===== config.mk =====
export PLATFORM = sky130hd
export DESIGN_NAME = mrb_front_flat
export DESIGN_NICKNAME = d
export VERILOG_FILES = /design/src/hdl/mrb_pkg.sv /design/src/hdl/mrb_stream_if.sv /design/src/hdl/mrb_front.sv /design/src/flat_wrapper.sv
export SDC_FILE = /design/constraint.sdc
export NUM_CORES = 1
export LEC_CHECK = 0
export CORE_MARGIN = 3
export CORE_UTILIZATION = 40
export DETAILED_ROUTE_END_ITERATION = 7
export DONT_BUFFER_PORTS = 1
export REMOVE_ABC_BUFFERS = 1
export SLEW_MARGIN = 10
export SYNTH_ARGS = -nofsm -noshare
export SYNTH_HDL_FRONTEND = slang
export SYNTH_SLANG_ARGS = --single-unit

===== constraint.sdc =====
create_clock -name clk -period 3.2 [get_ports clk]
set_input_delay 0.64 -clock clk [delete_from_list [all_inputs] [get_ports clk]]
set_output_delay 0.64 -clock clk [all_outputs]
set_load 0.01 [all_outputs]

===== src/hdl/mrb_pkg.sv =====
// Shared types, constants and helpers of the modal resonator bank.
// Used by mrb_front, mrb_back and the top level; depends on nothing.
`timescale 1ns / 1ps
`default_nettype none
package mrb_pkg;
	localparam int NUM_MODES_DEF = 256;
	localparam int SAMPLE_WIDTH_DEF = 24;
	localparam int COEFS_PER_MODE = 7;
	localparam int FRAC_BITS = 29;
	localparam int QUEUE_DEPTH = 4;
	localparam int QPTR_W = 2;

	localparam logic OP_SAMPLE = 1'b0;
	localparam logic OP_LOAD = 1'b1;

	localparam logic [1:0] REG_ACTIVE_MODES = 2'd0;
	localparam logic [1:0] REG_DRIVE_SHIFT = 2'd1;
	localparam logic [1:0] REG_OUTPUT_SHIFT = 2'd2;

	localparam logic [2:0] COEF_C1 = 3'd0;
	localparam logic [2:0] COEF_C2 = 3'd1;
	localparam logic [2:0] COEF_C3 = 3'd2;
	localparam logic [2:0] COEF_T0 = 3'd3;
	localparam logic [2:0] COEF_T1 = 3'd4;
	localparam logic [2:0] COEF_T2 = 3'd5;
	localparam logic [2:0] COEF_WEIGHT = 3'd6;

	typedef enum logic [1:0] {
		KIND_SAMPLE,
		KIND_LOAD,
		KIND_DROP
	} item_kind_t;

	typedef enum logic [1:0] {
		ST_CLEAR,
		ST_IDLE,
		ST_RUN,
		ST_DONE
	} back_state_t;

	typedef struct packed {
		logic valid;
		item_kind_t kind;
	} head_t;

	typedef struct packed {
		logic pop;
		logic cleared;
	} back_ctl_t;

	function automatic logic signed [31:0] sat32(input logic signed [65:0] v);
		logic signed [65:0] hi;
		logic signed [65:0] lo;
		hi = 66'sd2147483647;
		lo = -66'sd2147483648;
		if (v > hi) begin
			return 32'sh7fffffff;
		end else if (v < lo) begin
			return 32'sh80000000;
		end
		return v[31:0];
	endfunction
endpackage
`default_nettype wire


===== src/hdl/mrb_stream_if.sv =====
// Valid/ready channel interfaces for the request and result streams.
// Depends on nothing.
`timescale 1ns / 1ps
`default_nettype none
interface mrb_in_if #(parameter int SAMPLE_WIDTH = 24);
	logic valid;
	logic ready;
	logic op;
	logic signed [SAMPLE_WIDTH-1:0] sample_in;
	logic [7:0] mode_index;
	logic [2:0] coef_select;
	logic signed [31:0] coef_value;
	modport source(output valid, op, sample_in, mode_index, coef_select, coef_value,
		input ready);
	modport sink(input valid, op, sample_in, mode_index, coef_select, coef_value,
		output ready);
endinterface

`default_nettype wire


===== src/hdl/mrb_front.sv =====
// Front end: accepts requests, classifies them and queues them for the back end.
// Depends on mrb_pkg and mrb_stream_if.
`timescale 1ns / 1ps
`default_nettype none
module mrb_front
	import mrb_pkg::*;
#(
	parameter int NUM_MODES = NUM_MODES_DEF,
	parameter int SAMPLE_WIDTH = SAMPLE_WIDTH_DEF,
	localparam int MW = (NUM_MODES > 1) ? $clog2(NUM_MODES) : 1,
	localparam int IW = (MW > 8) ? MW : 8
) (
	input wire logic clk,
	input wire logic arst_n,
	mrb_in_if.sink in,
	input wire back_ctl_t ctl,
	output head_t head,
	output logic signed [SAMPLE_WIDTH-1:0] head_sample,
	output logic [MW-1:0] head_mode,
	output logic [2:0] head_sel,
	output logic signed [31:0] head_value
);
	item_kind_t kind_q [QUEUE_DEPTH];
	logic signed [SAMPLE_WIDTH-1:0] sample_q [QUEUE_DEPTH];
	logic [MW-1:0] mode_q [QUEUE_DEPTH];
	logic [2:0] sel_q [QUEUE_DEPTH];
	logic signed [31:0] value_q [QUEUE_DEPTH];
	logic [QPTR_W-1:0] wr_q;
	logic [QPTR_W-1:0] rd_q;
	logic [QPTR_W:0] cnt_q;
	logic push;
	logic [IW-1:0] idx_ext;
	item_kind_t kind_new;

	assign in.ready = ctl.cleared && (cnt_q != (QPTR_W+1)'(QUEUE_DEPTH));
	assign push = in.valid && in.ready;
	assign idx_ext = IW'(in.mode_index);

	always_comb begin
		if (in.op == OP_SAMPLE) begin
			kind_new = KIND_SAMPLE;
		end else if ((32'(in.mode_index) < NUM_MODES) &&
				(32'(in.coef_select) < COEFS_PER_MODE)) begin
			kind_new = KIND_LOAD;
		end else begin
			kind_new = KIND_DROP;
		end
	end

	always_ff @(posedge clk or negedge arst_n) begin
		if (!arst_n) begin
			wr_q <= '0;
			rd_q <= '0;
			cnt_q <= '0;
		end else begin
			if (push) begin
				wr_q <= wr_q + 1'b1;
			end
			if (ctl.pop) begin
				rd_q <= rd_q + 1'b1;
			end
			if (push && !ctl.pop) begin
				cnt_q <= cnt_q + 1'b1;
			end else if (!push && ctl.pop) begin
				cnt_q <= cnt_q - 1'b1;
			end
		end
	end

	always_ff @(posedge clk) begin
		if (push) begin
			kind_q[wr_q] <= kind_new;
			sample_q[wr_q] <= in.sample_in;
			mode_q[wr_q] <= idx_ext[MW-1:0];
			sel_q[wr_q] <= in.coef_select;
			value_q[wr_q] <= in.coef_value;
		end
	end

	assign head.valid = (cnt_q != '0);
	assign head.kind = kind_q[rd_q];
	assign head_sample = sample_q[rd_q];
	assign head_mode = mode_q[rd_q];
	assign head_sel = sel_q[rd_q];
	assign head_value = value_q[rd_q];
endmodule
`default_nettype wire


===== src/flat_wrapper.sv =====
// flat-port wrapper written by rule: the top's interface ports become plain ports
module mrb_front_flat import mrb_pkg::*;
#(
	parameter int NUM_MODES = NUM_MODES_DEF,
	parameter int SAMPLE_WIDTH = SAMPLE_WIDTH_DEF,
	localparam int MW = (NUM_MODES > 1) ? $clog2(NUM_MODES) : 1,
	localparam int IW = (MW > 8) ? MW : 8
)
  (clk, arst_n, ctl, head, head_sample, head_mode, head_sel, head_value, in_valid, in_op, in_sample_in, in_mode_index, in_coef_select, in_coef_value, in_ready);
  mrb_in_if #(.SAMPLE_WIDTH(SAMPLE_WIDTH)) in_i ();
  input wire logic clk;
  input wire logic arst_n;
  input wire back_ctl_t ctl;
  output head_t head;
  output logic signed [SAMPLE_WIDTH-1:0] head_sample;
  output logic [MW-1:0] head_mode;
  output logic [2:0] head_sel;
  output logic signed [31:0] head_value;
  input wire logic [$bits(in_i.valid)-1:0] in_valid;
  input wire logic [$bits(in_i.op)-1:0] in_op;
  input wire logic [$bits(in_i.sample_in)-1:0] in_sample_in;
  input wire logic [$bits(in_i.mode_index)-1:0] in_mode_index;
  input wire logic [$bits(in_i.coef_select)-1:0] in_coef_select;
  input wire logic [$bits(in_i.coef_value)-1:0] in_coef_value;
  output wire logic [$bits(in_i.ready)-1:0] in_ready;
  assign in_i.valid = in_valid;
  assign in_i.op = in_op;
  assign in_i.sample_in = in_sample_in;
  assign in_i.mode_index = in_mode_index;
  assign in_i.coef_select = in_coef_select;
  assign in_i.coef_value = in_coef_value;
  assign in_ready = in_i.ready;
  mrb_front #(.NUM_MODES(NUM_MODES), .SAMPLE_WIDTH(SAMPLE_WIDTH)) u_core (.clk(clk), .arst_n(arst_n), .in(in_i), .ctl(ctl), .head(head), .head_sample(head_sample), .head_mode(head_mode), .head_sel(head_sel), .head_value(head_value));
endmodule

==> results of run 1 <==
==> timing repair <==
action                    CTS  global route
hold buffers                1             0
hold endpoints to repair    7             0
setup buffers               0             0
==> registers in the layout, indices dropped and copies added, names as in the netlist <==
register         cells
u_core.value_q     128
u_core.kind_q        8
u_core.rd_q          2
u_core.wr_q          2
u_core.mode_q       32
u_core.sample_q     96
u_core.cnt_q         3
u_core.sel_q        12
==> cell usage after synthesis <==
cell type                  instances
sky130_fd_sc_hd__a21boi_0          1
sky130_fd_sc_hd__a21oi_2           1
sky130_fd_sc_hd__and2_1            5
sky130_fd_sc_hd__buf_12            7
sky130_fd_sc_hd__buf_2             7
sky130_fd_sc_hd__buf_6             1
sky130_fd_sc_hd__clkbuf_1          1
sky130_fd_sc_hd__dfrtp_1           7
sky130_fd_sc_hd__edfxtp_1        276
sky130_fd_sc_hd__fa_1              1
sky130_fd_sc_hd__ha_1              5
sky130_fd_sc_hd__inv_1             5
sky130_fd_sc_hd__mux2_2            2
sky130_fd_sc_hd__mux4_1            1
sky130_fd_sc_hd__mux4_2           68
sky130_fd_sc_hd__nand2_1           2
sky130_fd_sc_hd__nand3_1           1
sky130_fd_sc_hd__nor2_1            3
sky130_fd_sc_hd__or3_1             1
sky130_fd_sc_hd__xnor2_1           3
sky130_fd_sc_hd__xor2_1            3
==> where the power goes <==
group          internal (mW)  switching, mW
logic                   1.03           1.21
registers               4.53          0.256
clock network           2.13           1.34
total                   7.69           2.81
==> cell usage in the layout (no fill, tap or decap), drive strengths merged <==
cell type    count
clkinv          14
bufinv           6
buf             12
xor2             3
clkbuf          30
a21boi           1
inv              5
dfrtp            7
mux2             2
nand2            2
nor2             3
and2             5
dlygate4sd3      1
mux4            69
xnor2            3
or3              1
nand3            1
ha               5
edfxtp         276
a21oi            1
clkinvlp         3
fa               1
==> kinds of logic (layout without fill, tap and decap cells) <==
logic type / count (synthesis) / count (layout) / share of synthesized area, %
AO/OA/AOI/OAI: 2 / 2 / 0.1555
XOR/XNOR: 6 / 6 / 0.5022
adder cells (fa/ha/maj): 6 / 6 / 0.7891
buffers and inverters: 21 / 71 / 1.997
flip-flops: 283 / 283 / 80.87
multiplexers: 71 / 71 / 15.10
AND/OR/NAND/NOR: 12 / 12 / 0.5859
==> layer usage <==
metal  share of wire, %  vias up
li1                   -     1770
met1                 41     2227
met2                 49      122
met3                8.4       27
met4                2.4        0
met5                  0        -
==> final cells by class <==
cell class / count / area [um^2] / area share, %
Clock inverter: 23 / 271.5 / 2.283
Multi-Input combinational cell: 97 / 1803 / 15.16
Tap cell: 330 / 412.9 / 3.471
Clock buffer: 30 / 729.5 / 6.133
Sequential cell: 283 / 8471 / 71.22
Inverter: 5 / 18.77 / 0.1578
Timing Repair Buffer: 13 / 187.7 / 1.578
==> path summary, 6_finish.rpt <==
check	start	end	slack [ps]	depth (start not counted)
max	u_core.rd_q[0]$_DFFE_PN0P_	head_sample[7]	410	2
min	in_coef_value[22]	u_core.value_q[1][22]$_DFFE_PP_	200	0
max reg2reg	u_core.cnt_q[0]$_DFFE_PN0P_	u_core.cnt_q[2]$_DFFE_PN0P_	1100	8
min reg2reg	u_core.cnt_q[0]$_DFFE_PN0P_	u_core.cnt_q[0]$_DFFE_PN0P_	560	1
max in group asynchronous	arst_n	u_core.rd_q[0]$_DFFE_PN0P_	2360	1
min in group asynchronous	arst_n	u_core.cnt_q[1]$_DFFE_PN0P_	490	1
==> summary.md, run 1 <==
The tools report the worst ir drop on vdd as 0.0005484 V. The congestion estimate from routability-driven global placement came to 0.6578. Sorting the synthesized cells by area gives the leading types as sky130_fd_sc_hd__edfxtp_1 (79%), sky130_fd_sc_hd__mux4_2 (15%), sky130_fd_sc_hd__dfrtp_1 (1.7%). The critical path endpoint category is an output pin. At the end of the flow the core is filled with cells to 46.69%. For this run the aggregate overflow at the end of global routing stands at 0. Total number of vias: 4146.

The ratio of cells with drive above 1 in the final layout is 30.38%, and the fill cell instance count of the final layout is 2048. The initial antenna violation count was 0; the delay contributed by the slowest stage of the critical path was 660 ps. The share of the cycle needed by the critical path after routing works out to 87.06%. The initial utilization of the core area, before any placement, comes to 41.08%. For this run, the detailed router's first-pass iteration total came to 6.

The largest fanout on the critical path is 31. For the level count of the clock H-tree, the log shows 1. Counting every instance in the synthesized netlist gives 401. The number of max-slew violations in the final report is 0, and the number of nets with antenna violations after detailed routing is 0.

In this run the static leakage power is 3.743 nW. The met3 layer usage reported by global route is 5.099%, and the relative area change from synthesis to final layout is 13.65%. The core region is 0.02547 mm^2. The synthesized design contains 283 register bits. Dividing the detail-routed wire length by the instance count gives 23.53 um. The post-placement cell count is 727, and the antenna diode instance count is 0.

The HPWL after detailed placement is 10970 um. Counting every sink on the clock net gives 283. TritonCTS built the clock tree. The run finished with clean final reports. Timing analysis after detailed placement gives a worst setup slack of 912.0 ps. Global routing used 21.03% of the available met2 tracks.

In the final timing run, aggregate negative setup slack is 0 ps. Average size of a mapped cell: 26.10 um^2. Setup violations remaining at the end of the flow were counted as 0. The transition time at the pin with the least slew margin came out at 632.3 ps. The number of global-route vias before repair was 4570. The later-pin clock latency in the skew report was 530 ps; the sum of routed wire length over all layers was 18380 um.

The slowest stage of the critical path is the sky130_fd_sc_hd__dfrtp_4 cell. In this run, CTS created clock tree buffers numbering 29. After the flow finishes, the layout carries non-filler instances totaling 781. Global routing used 16.60% of the available met1 tracks.

The net total in the final layout is 508. The tools report the number of primary I/O pins as 144. The critical path buffer and inverter count was 1. Once routing completed, OpenROAD measured the worst setup slack at 414.1 ps.

The area fraction of the dominant cell type after synthesis came out at 79.20%. After clock tree synthesis, the repair step resized 0 gates. The count of buffers from port buffering is 0, and the number of max-capacitance violations reported is 0.

Across every metal layer, demand over resource in global routing totals 13.02%. The clock arrives with 6.559 ps of skew. After synthesis, flip-flops and latches occupy 80.87% of the total area. The startpoint class of the critical path is a register. Setup repair after global routing left no endpoint under its margin.

The cell area that synthesis handed to floorplanning was 0.01047 mm^2. By startpoint and endpoint, the worst setup path is classified as register to output pin. The post-detailed-route via-to-cell ratio was 5.309; the warning count from the yosys run was 0. The detailed router finished its first iteration with 365 violations. The post-layout total power came out at 10.50 mW.

The tools report the maximum buffer depth of the clock tree as 3. The die covers 0.02814 mm^2. The clock period minus worst slack was 2786 ps.

The required time reported for the critical path endpoint came out at 2560 ps. The maximum number of pins on one net before global-route repair was 46. The die is 167.8 um wide. The number of distinct library cells after synthesis is 21.

Cell taking the most area after synthesis: sky130_fd_sc_hd__edfxtp_1. The run gives 58 as the count of standard-cell rows. In this run the cell area measured after placement is 0.01088 mm^2. Type of the tightest min-delay check: primary input to register. The tightest hold path in the finished design has a slack of 199.3 ps. The final number of hold-violating endpoints is 0. From bottom edge to top edge, the die measures 167.8 um. The first global-routing pass estimated 28150 um of wire. The worst pin sits at a relative slew slack of 57.84%. For the final design area excluding fillers, the log shows 0.01189 mm^2. The busiest layer in global routing is met2. For this design the ratio of total power to cell area is 882.7 mW/mm^2. The number of design rule violations left after detail routing is 0.

The register clock-pin slew on the reported worst setup and hold paths works out to 60 ps. For the worst setup path, the data arrival time is 2150 ps. Walking the worst path, the cells encountered are buf_12, mux4_2. CTS placed an instance of sky130_fd_sc_hd__clkbuf_16 at the clock tree root. The kind of cell adding the most delay to the critical path was flip-flops.

Timing would allow up to 359.0 MHz.
No activity file was read; power rests on OpenSTA's default activity.
==> run 2, diff against run 1 <==
Settings changed: CAP_MARGIN from default to 40, CORE_UTILIZATION 40 to 45.
==> run 2 against run 1 <==
Effect of this change:
- sequential power barely moved
- core utilization up 5.0 points
- via count is 0.58% lower
- total power fell by 2.8%
- non-clock buffer count is 2 higher
- register-to-register slack hardly changed
==> summary.md, run 2 (same netlist as run 1, synthesis figures left out) <==
The achievable frequency is 360.8 MHz (+0.52%), and the relative area change from synthesis to final layout is 12.47%. The run gives 144 (unchanged) as the number of primary I/O pins. Clock period minus worst slack: 2772 ps (-14.29 ps). The net total in the final layout was 510 (+0.39%). The mean routed wirelength per cell was 23.58 um (+0.23%). The run gives 5.219% (+0.12 points) as the met3 layer usage reported by global route.

The global placer's final weighted congestion is 0.7645 (+16%). Walking the worst path, the cells encountered are buf_12, mux4_2. The initial core utilization is 45.94% (+4.9 points), and the later-pin clock latency in the skew report is 530 ps (about the same). For the core area, the log shows 0.02278 mm^2 (-11%). The tools report the tightest slew margin relative to the limit as 59.74% (+1.9 points). The number of DRC markers in iteration 0 was 248 (-32%); the sum of net half-perimeters after detailed placement was 10850 um (-1.1%). The number of global-route vias before repair is 4474 (-2.1%).

The count of buffers from port buffering is 0 (unchanged), and the arrival time of the worst setup path is 2130 ps (-20 ps). Setup repair after global routing left no endpoint under its margin. The global-route usage over all layers is 14.32% (+1.3 points), and the area of the die is 0.02512 mm^2 (-11%). Largest clock skew in the final design: 11.19 ps (+4.635 ps). In the final layout, the registers with the most flip-flops are u_core.value_q (128), u_core.sample_q (96), u_core.mode_q (32).

The depth of the most critical reg-to-reg path was 8 (unchanged). The library cells used most frequently in the layout, excluding fill and tap cells, are sky130_fd_sc_hd__edfxtp_1 (276), sky130_fd_sc_hd__mux4_2 (68), sky130_fd_sc_hd__clkbuf_16 (29). The final number of hold-violating endpoints is 0 (unchanged), and the total grt overflow is 0 (unchanged). The transition time at the pin with the least slew margin is 603.9 ps (-28.39 ps). The run gives 18040 um (-1.8%) as the sum of routed wire length over all layers. The tools report the total leakage power as 3.701 nW (-1.1%). Worst hold path depth: 1 (+1). The non-filler instance count after layout is 765 (-2.0%), and the worst ir drop on vdd is 0.0006785 V (+24%).

The clock buffer count from CTS was 29 (unchanged). The count of standard-cell rows came out at 55 (-5.2%). The flip-flop count of the largest register, all copies and words added came out at 128 (unchanged). The busiest layer in global routing was met2. The post-detailed-route via-to-cell ratio came out at 5.388 (+1.5%).

The worst setup path is launched from a register. For the number of nets with antenna violations after detailed routing, the log shows 0 (unchanged). The library cell used most frequently in the layout, excluding fill and tap cells, is sky130_fd_sc_hd__edfxtp_1.

Ranked by flip-flop count, first place goes to u_core.value_q. The post-layout total power is 10.21 mW (-2.8%), and the number of max-capacitance violations reported is 0 (unchanged). The maximum number of pins on one net before global-route repair was 47 (+2.2%). The power density over cell area came out at 867.3 mW/mm^2 (-1.7%). The ratio of cells with drive above 1 in the final layout is 28.54% (-1.8 points), and the level count of the clock H-tree is 1 (unchanged).

The number of design rule violations left after detail routing is 0 (unchanged), and the first-pass GRT wire length is 27000 um (-4.1%). The clock sink count came out at 283 (unchanged). The number of max-slew violations in the final report is 0 (unchanged). The share of the cycle needed by the critical path after routing was 86.61% (-0.45 points). The length of the first detailed-routing pass in iterations was 4 (-2); the met1 capacity usage during global routing was 18.26% (+1.7 points). The delay contributed by the slowest stage of the critical path is 820 ps (+160 ps), and the fill cell instance count of the final layout is 1756 (-14%). The cell with the biggest individual delay on the critical path was sky130_fd_sc_hd__dfrtp_4.

The worst setup path is captured at an output pin. TritonCTS built the clock tree. For the total number of vias, the log shows 4122 (-0.58%). The antenna diode instance count was 0 (unchanged). The post-CTS resize count was 0 (unchanged). The register clock-pin slew on the reported worst setup and hold paths is 60 ps (about the same), and the initial antenna violation count is 0 (unchanged).

The number of setup violations in the final report was 0 (unchanged). For the met2 usage, the log shows 23.23% (+2.2 points). For the maximum buffer depth of the clock tree, the log shows 3 (unchanged). The tightest min-delay check is of the primary input to register type. The root buffer cell chosen for the clock tree is sky130_fd_sc_hd__clkbuf_16. The post-placement cell count was 712 (-2.1%). The tools report the required time reported for the critical path endpoint as 2560 ps (about the same).

The largest fanout on the critical path came out at 37 (+19%). The die span in y is 158.5 um (-5.5%). The run finished with clean final reports.

The die span in x was 158.5 um (-5.5%). The critical path start-end classification was register to output pin.
[run 2: cell count changes in the layout (fill, tap and decap cells not counted), sizes merged]
cell | previous run | this run
bufinv | 6 | 3
clkbuf | 30 | 35
clkinv | 14 | 12
buf | 12 | 14
clkinvlp | 3 | 0
inv | 5 | 7
[run 2: cell type report]
class,instances,area (um^2),area share [%]
Sequential cell,283,8471,71.97
Multi-Input combinational cell,97,1803,15.32
Clock buffer,35,748.2,6.357
Tap cell,313,391.6,3.327
Timing Repair Buffer,15,177.7,1.510
Clock inverter,17,160.2,1.361
Inverter,5,18.77,0.1595
[run 2: timing repair]
item                      in CTS  in global routing
hold buffers                   1                  0
buffers inserted               0                  0
hold endpoints to repair       7                  0
[run 2: final timing paths]
kind	start	to	slack, ps
setup / recovery	u_core.rd_q[1]$_DFFE_PN0P_	head_value[30]	430
hold / removal	ctl[1]	u_core.rd_q[0]$_DFFE_PN0P_	180
setup reg to reg	u_core.cnt_q[0]$_DFFE_PN0P_	u_core.cnt_q[2]$_DFFE_PN0P_	1110
min in group asynchronous	arst_n	u_core.wr_q[0]$_DFFE_PN0P_	460
hold reg to reg	u_core.cnt_q[0]$_DFFE_PN0P_	u_core.cnt_q[0]$_DFFE_PN0P_	540
max in group asynchronous	arst_n	u_core.rd_q[0]$_DFFE_PN0P_	2440
[run 2: power by group]
| group | total, mW | internal [mW] | switching, mW |
|---|---|---|---|
| registers | 4.80 | 4.53 | 0.275 |
| logic | 2.22 | 1.03 | 1.19 |
| clock network | 3.18 | 1.90 | 1.29 |
[run 2: per-stage QoR]
stage | worst slack, ps | TNS, ps | hold WS, ps | utilization (%) | area (um^2)
4_1_cts | 359.5 | 0 | 145.8 | 51.67 | 11770
5_1_grt | 288.3 | 0 | 149.8 | 51.67 | 11770
3_3_place_gp | 964.2 | 0 | 344.9 | 47.64 | 10850
6_report | 428.4 | 0 | 180.5 | 51.67 | 11770
3_5_place_dp | 923.7 | 0 | 344.8 | 47.64 | 10850
2_1_floorplan | -965.4 | -62360 | 344.4 | - | 10270
[run 2: per-layer routing]
layer  up-vias  share of wire [%]
met2       142                 48
met4         0                2.7
met1      2176                 40
met5         -                  0
li1       1768                  -
met3        36                9.2
[run 2: worst max-delay path: cells and delay by family (launching register included)]
kind	cells	cell delay, ps
DFF	1	820
muxes	1	420
buffers and inverters	1	320
